$ cat src/rtl/dlb_pkg.sv
package dlb_pkg;

    localparam int ADDR_W    = 64;
    localparam int CNT_W     = 32;
    localparam int CTL_W     = 5;
    localparam int CFG_IDX_W = 2;

    // Control word bits
    localparam logic [CTL_W-1:0] CTL_CB  = 5'b00001;
    localparam logic [CTL_W-1:0] CTL_TCB = 5'b00010;
    localparam logic [CTL_W-1:0] CTL_LLP = 5'b00100;
    localparam logic [CTL_W-1:0] CTL_LIE = 5'b01000;
    localparam logic [CTL_W-1:0] CTL_RIE = 5'b10000;

    typedef enum logic [CFG_IDX_W-1:0] {
        CFG_READ_DIRECTION = 2'd0,
        CFG_CYCLE_BIT      = 2'd1,
        CFG_LIST_BASE      = 2'd2
    } cfg_idx_t;

    typedef enum logic {
        KIND_DATA = 1'b0,
        KIND_LINK = 1'b1
    } elem_kind_t;

    typedef struct packed {
        logic [ADDR_W-1:0] src_addr;
        logic [ADDR_W-1:0] dst_addr;
        logic [CNT_W-1:0]  byte_count;
        logic              last_burst;
    } burst_t;

    typedef struct packed {
        elem_kind_t        elem_kind;
        logic [CTL_W-1:0]  ctl_word;
        logic [CNT_W-1:0]  out_count;
        logic [ADDR_W-1:0] out_src;
        logic [ADDR_W-1:0] out_dst;
        logic              run_end;
    } desc_t;

endpackage

$ cat src/rtl/dlb_burst_if.sv
interface dlb_burst_if;
    logic                      valid;
    logic                      ready;
    logic [dlb_pkg::ADDR_W-1:0] src_addr;
    logic [dlb_pkg::ADDR_W-1:0] dst_addr;
    logic [dlb_pkg::CNT_W-1:0]  byte_count;
    logic                      last_burst;

    modport source (output valid, output src_addr, output dst_addr,
                     output byte_count, output last_burst, input ready);
    modport sink   (input valid, input src_addr, input dst_addr,
                     input byte_count, input last_burst, output ready);
endinterface

$ cat src/rtl/dlb_desc_if.sv
interface dlb_desc_if;
    logic                      valid;
    logic                      ready;
    logic                      elem_kind;
    logic [dlb_pkg::CTL_W-1:0]  ctl_word;
    logic [dlb_pkg::CNT_W-1:0]  out_count;
    logic [dlb_pkg::ADDR_W-1:0] out_src;
    logic [dlb_pkg::ADDR_W-1:0] out_dst;
    logic                      run_end;

    modport source (output valid, output elem_kind, output ctl_word, output out_count,
                     output out_src, output out_dst, output run_end, input ready);
    modport sink   (input valid, input elem_kind, input ctl_word, input out_count,
                     input out_src, input out_dst, input run_end, output ready);
endinterface

$ cat src/rtl/dlb_cfg_if.sv
interface dlb_cfg_if;
    logic                         valid;
    logic                         ready;
    logic [dlb_pkg::CFG_IDX_W-1:0] index;
    logic [dlb_pkg::ADDR_W-1:0]    data;

    modport source (output valid, output index, output data, input ready);
    modport sink   (input valid, input index, input data, output ready);
endinterface

$ cat src/rtl/dma_descriptor_list_builder.sv
// The first descriptor word of a burst passes through the input register, then the descriptor
// register, before it is presented; a full descriptor register holds the burst back.
// One burst per cycle is taken while the descriptor register is free; a burst emits 0 to 3
// words, and the output port, one word per cycle while desc.ready is high, sets the rate.
// Reset (rst_n, asynchronous, active low): no element pending, no word held, all
// configuration registers zero.
module dma_descriptor_list_builder (
    input  logic        clk,
    input  logic        rst_n,
    dlb_burst_if.sink   burst,
    dlb_desc_if.source  desc,
    dlb_cfg_if.sink     cfg
);

    // ------------------------------------------------------------------
    // Configuration registers. Writes must arrive only while the block is idle;
    // the block itself does not enforce this. The port is always ready.
    // ------------------------------------------------------------------
    logic                      dir_reg, dir_next;
    logic                      cb_reg, cb_next;
    logic [dlb_pkg::ADDR_W-1:0] base_reg, base_next;

    assign cfg.ready = 1'b1;

    always_comb
    begin
        dir_next  = dir_reg;
        cb_next   = cb_reg;
        base_next = base_reg;
        if (cfg.valid)
        begin
            unique case (cfg.index)
                dlb_pkg::CFG_READ_DIRECTION: dir_next  = cfg.data[0];
                dlb_pkg::CFG_CYCLE_BIT:      cb_next   = cfg.data[0];
                dlb_pkg::CFG_LIST_BASE:      base_next = cfg.data;
                default:                     ; // drop writes past the register list
            endcase
        end
    end

    // ------------------------------------------------------------------
    // Input register: holds one burst while the descriptor register drains.
    // ------------------------------------------------------------------
    logic            in_vld_reg, in_vld_next;
    dlb_pkg::burst_t in_reg, in_next;
    logic            move;      // burst in the input register is processed now

    assign burst.ready = !in_vld_reg || move;

    always_comb
    begin
        in_next     = in_reg;
        in_vld_next = in_vld_reg && !move;
        if (burst.valid && burst.ready)
        begin
            in_next.src_addr   = burst.src_addr;
            in_next.dst_addr   = burst.dst_addr;
            in_next.byte_count = burst.byte_count;
            in_next.last_burst = burst.last_burst;
            in_vld_next        = 1'b1;
        end
    end

    // ------------------------------------------------------------------
    // Pending element and the merge decision.
    // ------------------------------------------------------------------
    logic                      pend_vld_reg, pend_vld_next;
    logic [dlb_pkg::ADDR_W-1:0] pend_src_reg, pend_src_next;
    logic [dlb_pkg::ADDR_W-1:0] pend_dst_reg, pend_dst_next;
    logic [dlb_pkg::CNT_W-1:0]  pend_cnt_reg, pend_cnt_next;

    logic [dlb_pkg::ADDR_W-1:0] have_addr;
    logic [dlb_pkg::ADDR_W-1:0] cont_addr;
    logic [dlb_pkg::CNT_W:0]    cnt_sum;
    logic                      merge;
    logic                      emit_old;

    // Element after this burst, before the last-burst flush
    logic [dlb_pkg::ADDR_W-1:0] new_src;
    logic [dlb_pkg::ADDR_W-1:0] new_dst;
    logic [dlb_pkg::CNT_W-1:0]  new_cnt;

    always_comb
    begin
        have_addr = dir_reg ? in_reg.src_addr : in_reg.dst_addr;
        // Continuation address wraps modulo 2^64
        cont_addr = (dir_reg ? pend_src_reg : pend_dst_reg)
                  + {{(dlb_pkg::ADDR_W - dlb_pkg::CNT_W){1'b0}}, pend_cnt_reg};
        cnt_sum   = {1'b0, pend_cnt_reg} + {1'b0, in_reg.byte_count};
        // A size sum that leaves 32 bits starts a new element instead
        merge     = pend_vld_reg && (have_addr == cont_addr) && !cnt_sum[dlb_pkg::CNT_W];
        emit_old  = pend_vld_reg && !merge;

        if (merge)
        begin
            new_src = pend_src_reg;
            new_dst = pend_dst_reg;
            new_cnt = cnt_sum[dlb_pkg::CNT_W-1:0];
        end
        else
        begin
            new_src = in_reg.src_addr;
            new_dst = in_reg.dst_addr;
            new_cnt = in_reg.byte_count;
        end
    end

    always_comb
    begin
        pend_vld_next = pend_vld_reg;
        pend_src_next = pend_src_reg;
        pend_dst_next = pend_dst_reg;
        pend_cnt_next = pend_cnt_reg;
        if (move)
        begin
            // The last burst flushes everything: nothing stays pending
            pend_vld_next = !in_reg.last_burst;
            pend_src_next = new_src;
            pend_dst_next = new_dst;
            pend_cnt_next = new_cnt;
        end
    end

    // ------------------------------------------------------------------
    // Descriptors caused by this burst, in output order:
    //   displaced element, final data descriptor, link descriptor.
    // ------------------------------------------------------------------
    dlb_pkg::desc_t            old_desc, fin_desc, link_desc;
    dlb_pkg::desc_t            grp_desc [3];
    logic [1:0]                grp_cnt;
    logic [dlb_pkg::CTL_W-1:0] cb_ctl;

    always_comb
    begin
        cb_ctl = cb_reg ? dlb_pkg::CTL_CB : '0;

        old_desc.elem_kind = dlb_pkg::KIND_DATA;
        old_desc.ctl_word  = cb_ctl;
        old_desc.out_count = pend_cnt_reg;
        old_desc.out_src   = pend_src_reg;
        old_desc.out_dst   = pend_dst_reg;
        old_desc.run_end   = 1'b0;

        fin_desc.elem_kind = dlb_pkg::KIND_DATA;
        fin_desc.ctl_word  = cb_ctl | dlb_pkg::CTL_LIE | dlb_pkg::CTL_RIE;
        fin_desc.out_count = new_cnt;
        fin_desc.out_src   = new_src;
        fin_desc.out_dst   = new_dst;
        fin_desc.run_end   = 1'b0;

        // Link descriptor carries the inverted cycle bit
        link_desc.elem_kind = dlb_pkg::KIND_LINK;
        link_desc.ctl_word  = dlb_pkg::CTL_LLP | dlb_pkg::CTL_TCB
                            | (cb_reg ? '0 : dlb_pkg::CTL_CB);
        link_desc.out_count = '0;
        link_desc.out_src   = base_reg;
        link_desc.out_dst   = '0;
        link_desc.run_end   = 1'b1;

        grp_desc[0] = emit_old ? old_desc : fin_desc;
        grp_desc[1] = emit_old ? fin_desc : link_desc;
        grp_desc[2] = link_desc;
        // 0, 1, 2 or 3 words: displaced element plus two for the last burst
        grp_cnt     = {in_reg.last_burst, emit_old};
    end

    // ------------------------------------------------------------------
    // Descriptor register: up to three words, slot 0 faces the port.
    // Advance by shifting down as words are taken.
    // ------------------------------------------------------------------
    dlb_pkg::desc_t slot_reg [3];
    dlb_pkg::desc_t slot_next [3];
    logic [1:0]     left_reg, left_next;
    logic           take;
    logic           grp_free;

    assign take     = desc.valid && desc.ready;
    assign grp_free = (left_reg == 2'd0) || ((left_reg == 2'd1) && take);
    assign move     = in_vld_reg && grp_free;

    always_comb
    begin
        slot_next = slot_reg;
        left_next = left_reg;
        if (move)
        begin
            slot_next = grp_desc;
            left_next = grp_cnt;
        end
        else if (take)
        begin
            slot_next[0] = slot_reg[1];
            slot_next[1] = slot_reg[2];
            left_next    = left_reg - 2'd1;
        end
    end

    assign desc.valid     = (left_reg != 2'd0);
    assign desc.elem_kind = slot_reg[0].elem_kind;
    assign desc.ctl_word  = slot_reg[0].ctl_word;
    assign desc.out_count = slot_reg[0].out_count;
    assign desc.out_src   = slot_reg[0].out_src;
    assign desc.out_dst   = slot_reg[0].out_dst;
    assign desc.run_end   = slot_reg[0].run_end;

    // ------------------------------------------------------------------
    // Registers
    // ------------------------------------------------------------------
    always_ff @(posedge clk or negedge rst_n)
    begin
        if (!rst_n)
        begin
            dir_reg      <= 1'b0;
            cb_reg       <= 1'b0;
            base_reg     <= '0;
            in_vld_reg   <= 1'b0;
            pend_vld_reg <= 1'b0;
            left_reg     <= 2'd0;
        end
        else
        begin
            dir_reg      <= dir_next;
            cb_reg       <= cb_next;
            base_reg     <= base_next;
            in_vld_reg   <= in_vld_next;
            pend_vld_reg <= pend_vld_next;
            left_reg     <= left_next;
        end
    end

    // Payload: only read while its valid flag is set
    always_ff @(posedge clk)
    begin
        in_reg       <= in_next;
        pend_src_reg <= pend_src_next;
        pend_dst_reg <= pend_dst_next;
        pend_cnt_reg <= pend_cnt_next;
        slot_reg     <= slot_next;
    end

endmodule

$ cat src/flat_wrapper.sv
// flat-port wrapper written by rule: the top's interface ports become plain ports
module dma_descriptor_list_builder_flat 
  (clk, rst_n, burst_valid, burst_src_addr, burst_dst_addr, burst_byte_count, burst_last_burst, burst_ready, desc_valid, desc_elem_kind, desc_ctl_word, desc_out_count, desc_out_src, desc_out_dst, desc_run_end, desc_ready, cfg_valid, cfg_index, cfg_data, cfg_ready);
  dlb_burst_if burst_i ();
  dlb_desc_if desc_i ();
  dlb_cfg_if cfg_i ();
  input  logic clk;
  input  logic rst_n;
  input wire logic [$bits(burst_i.valid)-1:0] burst_valid;
  input wire logic [$bits(burst_i.src_addr)-1:0] burst_src_addr;
  input wire logic [$bits(burst_i.dst_addr)-1:0] burst_dst_addr;
  input wire logic [$bits(burst_i.byte_count)-1:0] burst_byte_count;
  input wire logic [$bits(burst_i.last_burst)-1:0] burst_last_burst;
  output wire logic [$bits(burst_i.ready)-1:0] burst_ready;
  output wire logic [$bits(desc_i.valid)-1:0] desc_valid;
  output wire logic [$bits(desc_i.elem_kind)-1:0] desc_elem_kind;
  output wire logic [$bits(desc_i.ctl_word)-1:0] desc_ctl_word;
  output wire logic [$bits(desc_i.out_count)-1:0] desc_out_count;
  output wire logic [$bits(desc_i.out_src)-1:0] desc_out_src;
  output wire logic [$bits(desc_i.out_dst)-1:0] desc_out_dst;
  output wire logic [$bits(desc_i.run_end)-1:0] desc_run_end;
  input wire logic [$bits(desc_i.ready)-1:0] desc_ready;
  input wire logic [$bits(cfg_i.valid)-1:0] cfg_valid;
  input wire logic [$bits(cfg_i.index)-1:0] cfg_index;
  input wire logic [$bits(cfg_i.data)-1:0] cfg_data;
  output wire logic [$bits(cfg_i.ready)-1:0] cfg_ready;
  assign burst_i.valid = burst_valid;
  assign burst_i.src_addr = burst_src_addr;
  assign burst_i.dst_addr = burst_dst_addr;
  assign burst_i.byte_count = burst_byte_count;
  assign burst_i.last_burst = burst_last_burst;
  assign burst_ready = burst_i.ready;
  assign desc_valid = desc_i.valid;
  assign desc_elem_kind = desc_i.elem_kind;
  assign desc_ctl_word = desc_i.ctl_word;
  assign desc_out_count = desc_i.out_count;
  assign desc_out_src = desc_i.out_src;
  assign desc_out_dst = desc_i.out_dst;
  assign desc_run_end = desc_i.run_end;
  assign desc_i.ready = desc_ready;
  assign cfg_i.valid = cfg_valid;
  assign cfg_i.index = cfg_index;
  assign cfg_i.data = cfg_data;
  assign cfg_ready = cfg_i.ready;
  dma_descriptor_list_builder u_core (.clk(clk), .rst_n(rst_n), .burst(burst_i), .desc(desc_i), .cfg(cfg_i));
endmodule
$ cat config.mk
export PLATFORM = sky130hd
export DESIGN_NAME = dma_descriptor_list_builder_flat
export DESIGN_NICKNAME = d
export VERILOG_FILES = /design/src/rtl/dlb_pkg.sv /design/src/rtl/dlb_burst_if.sv /design/src/rtl/dlb_desc_if.sv /design/src/rtl/dlb_cfg_if.sv /design/src/rtl/dma_descriptor_list_builder.sv /design/src/flat_wrapper.sv
export SDC_FILE = /design/constraint.sdc
export NUM_CORES = 1
export LEC_CHECK = 0
export CORE_MARGIN = 5
export CORE_UTILIZATION = 32
export CTS_BUF_LIST = sky130_fd_sc_hd__clkbuf_16
export CTS_CLUSTER_SIZE = 14
export DETAILED_ROUTE_END_ITERATION = 10
export DONT_BUFFER_PORTS = 1
export SLEW_MARGIN = 30
export SYNTH_ARGS = -nofsm -noshare
export SYNTH_HDL_FRONTEND = slang
export SYNTH_SLANG_ARGS = --single-unit
$ cat constraint.sdc
create_clock -name clk -period 20.3 [get_ports clk]
set_input_delay 1.015 -clock clk [delete_from_list [all_inputs] [get_ports clk]]
set_output_delay 1.015 -clock clk [all_outputs]
set_load 0.02 [all_outputs]
Word-level counts from Yosys, hierarchy flattened
Index checks and enable logic that the tools add are counted.
{"block": "word_totals", "register_bits": 792, "in_bits": 232, "wordCells": 70}
{"block": "classes", "n_eq_ne": 4, "muxes": 14, "n_addsub": 3, "n_reduce_logical": 22}
{"op": "334-bit 2-to-1 mux", "count": 2}
{"op": "64-bit 2-to-1 mux", "count": 4}
{"op": "167-bit 2-to-1 mux", "count": 1}
{"op": "166-bit 2-to-1 mux", "count": 1}
{"op": "64-bit by 32-bit adder with 64-bit output", "count": 1}
{"op": "64-bit == test", "count": 1}
{"op": "32-bit by 32-bit adder with 33-bit output", "count": 1}
{"op": "32-bit 2-to-1 mux", "count": 1}
{"op": "1-bit logical AND", "count": 8}
{"op": "2-bit AND reduction", "count": 3}
{"op": "1-bit logical NOT", "count": 5}
{"op": "2-bit by 1-bit == test with 1-bit output, second input constant", "count": 2}
{"op": "2-bit logical NOT", "count": 2}
{"op": "2-bit 2-to-1 mux", "count": 2}
{"op": "2-bit nonzero test", "count": 2}
{"op": "1-bit 2-to-1 mux", "count": 3}
{"op": "2-bit == test, second input constant", "count": 1}
{"op": "1-bit logical OR", "count": 2}
{"op": "2-bit by 1-bit subtractor with 2-bit output, second input constant", "count": 1}

Longest topological paths before layout
{"block": "depth", "word_depth": 9, "depth_mapped": 28, "ltp_nobuf": 17}

Least setup slack after synthesis
OpenSTA, ideal clock, no wires.
{"block": "synth_path", "kind": "input to register", "startpoint": "input desc_ready", "endpoint": "register u_core.slot_reg, in the netlist u_core.desc.ctl_word[0] (enable)", "required_time_ns": 17.870, "setup_time_ns": 2.430, "setup_slack_ns": 11.492, "arrival_time_ns": 6.378, "path_stages": 2, "path_cell_list": "nand2_1 -> nand2_1"}
{"block": "synth_between", "elab_chain_cells": 5}
{"element": "start: declaration", "line": "flat_wrapper.sv:22", "rtl": "input wire logic [$bits(desc_i.ready)-1:0] desc_ready;"}
{"element": "1-bit logical AND (*)", "line": "dma_descriptor_list_builder.sv:177", "rtl": "assign take = desc.valid && desc.ready;"}
{"element": "1-bit logical AND", "line": "dma_descriptor_list_builder.sv:178", "rtl": "assign grp_free = (left_reg == 2'd0) || ((left_reg == 2'd1) && take);"}
{"element": "1-bit logical OR", "line": "dma_descriptor_list_builder.sv:178"}
{"element": "1-bit logical AND", "line": "dma_descriptor_list_builder.sv:179", "rtl": "assign move = in_vld_reg && grp_free;"}
{"element": "2-bit nonzero test (no source line) (*)"}
{"element": "end signal: assignment", "line": "dma_descriptor_list_builder.sv:238", "rtl": "slot_reg <= slot_next;"}
{"element": "end: declaration", "line": "dma_descriptor_list_builder.sv:171", "rtl": "dlb_pkg::desc_t slot_reg [3];"}
Every way passes the cells marked *; elsewhere a longest branch is shown, timed or not.
A chain may end at the register's enable or synchronous reset.

==> metrics.md <==
| Metric | Value |
|---|---|
| Critical path startpoint | u_core.dir_reg |
| Clock slew at reported path FFs | 70 ps |
| Die Wd | 364.7 µm |
| Pin count of the biggest net entering global routing | 149 |
| CP Max Fanout | 148 |
| Worst Path Required | 20690 ps |
| Synth unique cells | 78 |
| Biggest cell delay along the critical path | 850 ps |
| Max VDD drop | 0.2060 mV |
| Layout cell share with drive strength beyond 1 | 0.1449 |
| Dpl hpwl | 84170 µm |
| H-tree levels | 3 |
| Routability cong. | 0.8645 |
| Vias in the first global route | 23890 |
| Worst slew margin | 0.3086 |
| Main area contributors after synthesis | edfxtp_1 53%, mux2i_1 6.7%, mux2_2 5.3% |
| Static leakage | 0.01646 µW |
| Postcts setup bufs | 0 |
| Worst r2r src | u_core.dir_reg |
| Hold Path Class | in2async |
| Nets | 3288 |
| Hold Buf Count CTS | 1 |
| Routed len/inst | 25.32 µm |
| Final Hold Violating Endpoints | 0 |
| Tot Pwr | 8004 µW |
| DR iter-0 viols | 2167 |
| Sequential area share after synthesis | 0.5746 |
| Number of flip-flops in the largest register | 228 |
| Clk_lat worst skew | 710 ps |
| Final core utilization | 0.3481 |
| Clock buffer depth | 3 |
| Startpoint Class | flop |
| Grt ovf | 0 |
| Vias | 24250 |
| TNS Setup | 0 ps |
| Synthesized instance count | 3185 |
| Detail Route Antenna Nets | 0 |
| Worst path most repeated cell | o21ai_1 |
| PortBufs | 0 |
| Post-cts resize count | 0 |
| Reg2Reg Depth | 17 |
| Post-Syn Area | 40260 µm² |
| Fin. max-slew vios | 0 |
| CTS Buf Count | 90 |
| GRT Util Overall | 0.1747 |
| Std-Cell Core Area | 125200 µm² |
| Post-route insts no fill | 4721 |
| CTS sink count | 782 |
| Total of max-cap violations | 0 |
| Yosys top cell by area | edfxtp_1 |
| Main synth FF type | edfxtp_1 |
| Async set-reset flop share out of synthesis | 0.08951 |
| DR vias/cell | 5.136 |
| Critical Path Sink Type | flop |
| Initial Utilization | 0.3214 |
| Status | complete, no violations |
| Final WL | 119500 µm |
| TritonCTS clock tree | done |
| R2R Setup Slk | 12420 ps |
| DRC Markers | 0 |
| WHS | 227.8 ps |
| Minimum clock period | 7877 ps |
| Final Skew | 43.34 ps |
| Io pins | 402 |
| First-pass GRT wire length | 170900 µm |
| Die height | 364.7 µm |
| RSZ-0062 raised after global routing | no |
| #FFs+latches synth | 782 |
| Critical path arrival | 8270 ps |
| Reg-to-Reg End | u_core.slot_reg[255] |
| Net count after synthesis | 3485 |
| Final setup fails | 0 |
| Initial DRT Pass Iterations | 6 |
| Layout area overhead | 8.298% |
| Slowest CP cell | dfrtp_4 |
| Avg Inst Size Synth | 12.64 µm² |
| Area share of the largest cell type after synthesis | 0.5311 |
| Root Driver | clkbuf_16 |
| FP Rows | 130 |
| PwrDens | 183.6 nW/µm² |
| Yosys warning count | 0 |
| EDFF count, synth | 712 |
| Initial antenna violation count | 26 |
| Final period utilization | 0.3880 |
| Critical path type | reg2reg |
| Placed Cells | 4545 |
| Cell chain of the critical path | buf_12 > mux2_2 > ha_1 > a21oi_1 > o21ai_0 > a221oi_2 > o21ai_1 > nor3_2 > nand3_1 > a211oi_1 > and4b_1 > and4_1 > o2111a_1 > a31o_4 > buf_4 > mux2i_1 > o21ai_1 |
| Die area | 133000 µm² |
| Highest Clock Rate | 0.1270 GHz |
| Worst-margin pin slew | 1026 ps |
[worst max-delay path: cells and delay by family, from the launching register on]
| family | cells | cell delay [ps] |
|---|---|---|
| AO/OA/AOI/OAI | 8 | 3010 |
| AND/OR/NAND/NOR | 4 | 1030 |
| buffers and inverters | 2 | 1230 |
| adder cells (fa/ha/maj) | 1 | 390 |
| flip-flops | 1 | 850 |
| multiplexers | 2 | 710 |
[cells in the final DEF (no fill, tap or decap), drive strengths merged, types with 32 or more instances in the layout]
cell / count
edfxtp: 712
nand2: 350
o21ai: 321
mux2: 275
mux2i: 271
clkbuf: 91
a21oi: 90
xnor2: 88
nor2: 86
and2: 86
inv: 75
dfrtp: 70
xor2: 69
ha: 66
nand3: 50
clkinv: 32
[report_power, final]
group          total [µW]  switching, µW  internal [µW]
clock network        1620            682            942
registers            3520            765           2750
logic                2860           1860            999
total                8000           3310           4690
[cells by family after synthesis]
| logic type | Yosys count | synth area share |
|---|---|---|
| other | 1 | 0.00009314 |
| muxes | 546 | 0.1517 |
| AOI/OAI and AO/OA | 562 | 0.08130 |
| DFF | 782 | 0.5746 |
| buffers and inverters | 359 | 0.05376 |
| xor gates and xnor gates | 157 | 0.03415 |
| adders and majority gates | 68 | 0.02151 |
| and+or+nand+nor | 710 | 0.08295 |
[per-stage QoR]
step / instance area, µm² / setup slack (ps)
global route: 43590 / 12070
finish: 43600 / 12420
floorplan: 40260 / 11490
CTS: 43570 / 12400
global placement: 40610 / 11940
detailed placement: 40620 / 12430
[cell usage after synthesis, types with 6 or more instances]
cell type,n
edfxtp_1,712
nand2_1,350
mux2i_1,271
o21ai_0,252
mux2_2,188
buf_4,170
clkbuf_1,95
a21oi_1,90
xnor2_1,88
and2_1,86
nor2_1,86
mux2_4,79
dfrtp_1,70
o21ai_1,69
xor2_1,69
ha_1,66
nand3_1,49
inv_1,42
a21o_1,28
nor3_1,27
nand4_1,24
buf_2,23
buf_6,20
a211oi_1,18
nand3b_1,15
nand2b_1,12
a22oi_1,11
or3_1,11
o21a_1,10
buf_1,9
a31oi_1,8
mux2_1,8
nor4_1,8
o211ai_1,8
o31ai_1,8
and4_1,7
and3_1,6
[metal layers]
layer	global-route usage	up-vias	wire [µm]
met5	0	-	145
met1	0.2365	12110	52990
li1	-	11240	-
met3	0.05220	147	9318
met2	0.2774	728	55000
met4	0.03932	22	2077
[worst max path at each step]
stage                                    to  slack (ps)  cells after the start
finish                 u_core.slot_reg[255]       12420                     17
CTS                    u_core.slot_reg[194]       12400                     18
detailed placement     u_core.slot_reg[194]       12430                     18
global route           u_core.slot_reg[191]       12070                     18
floorplan           u_core.desc.ctl_word[0]       11490                      2
global placement       u_core.slot_reg[198]       11940                     18
[final cells by class]
cell class                      instances  area, µm²
Antenna cell                            6      15.01
Clock buffer                           91       2277
Fill cell                           12200      81640
Tap cell                             1650       2064
Multi-Input combinational cell       2044      15010
Inverter                               42      165.2
Clock inverter                         78      650.6
Sequential cell                       782      23140
Timing Repair Buffer                   28      282.8
No activity file was read; power rests on OpenSTA's default activity.
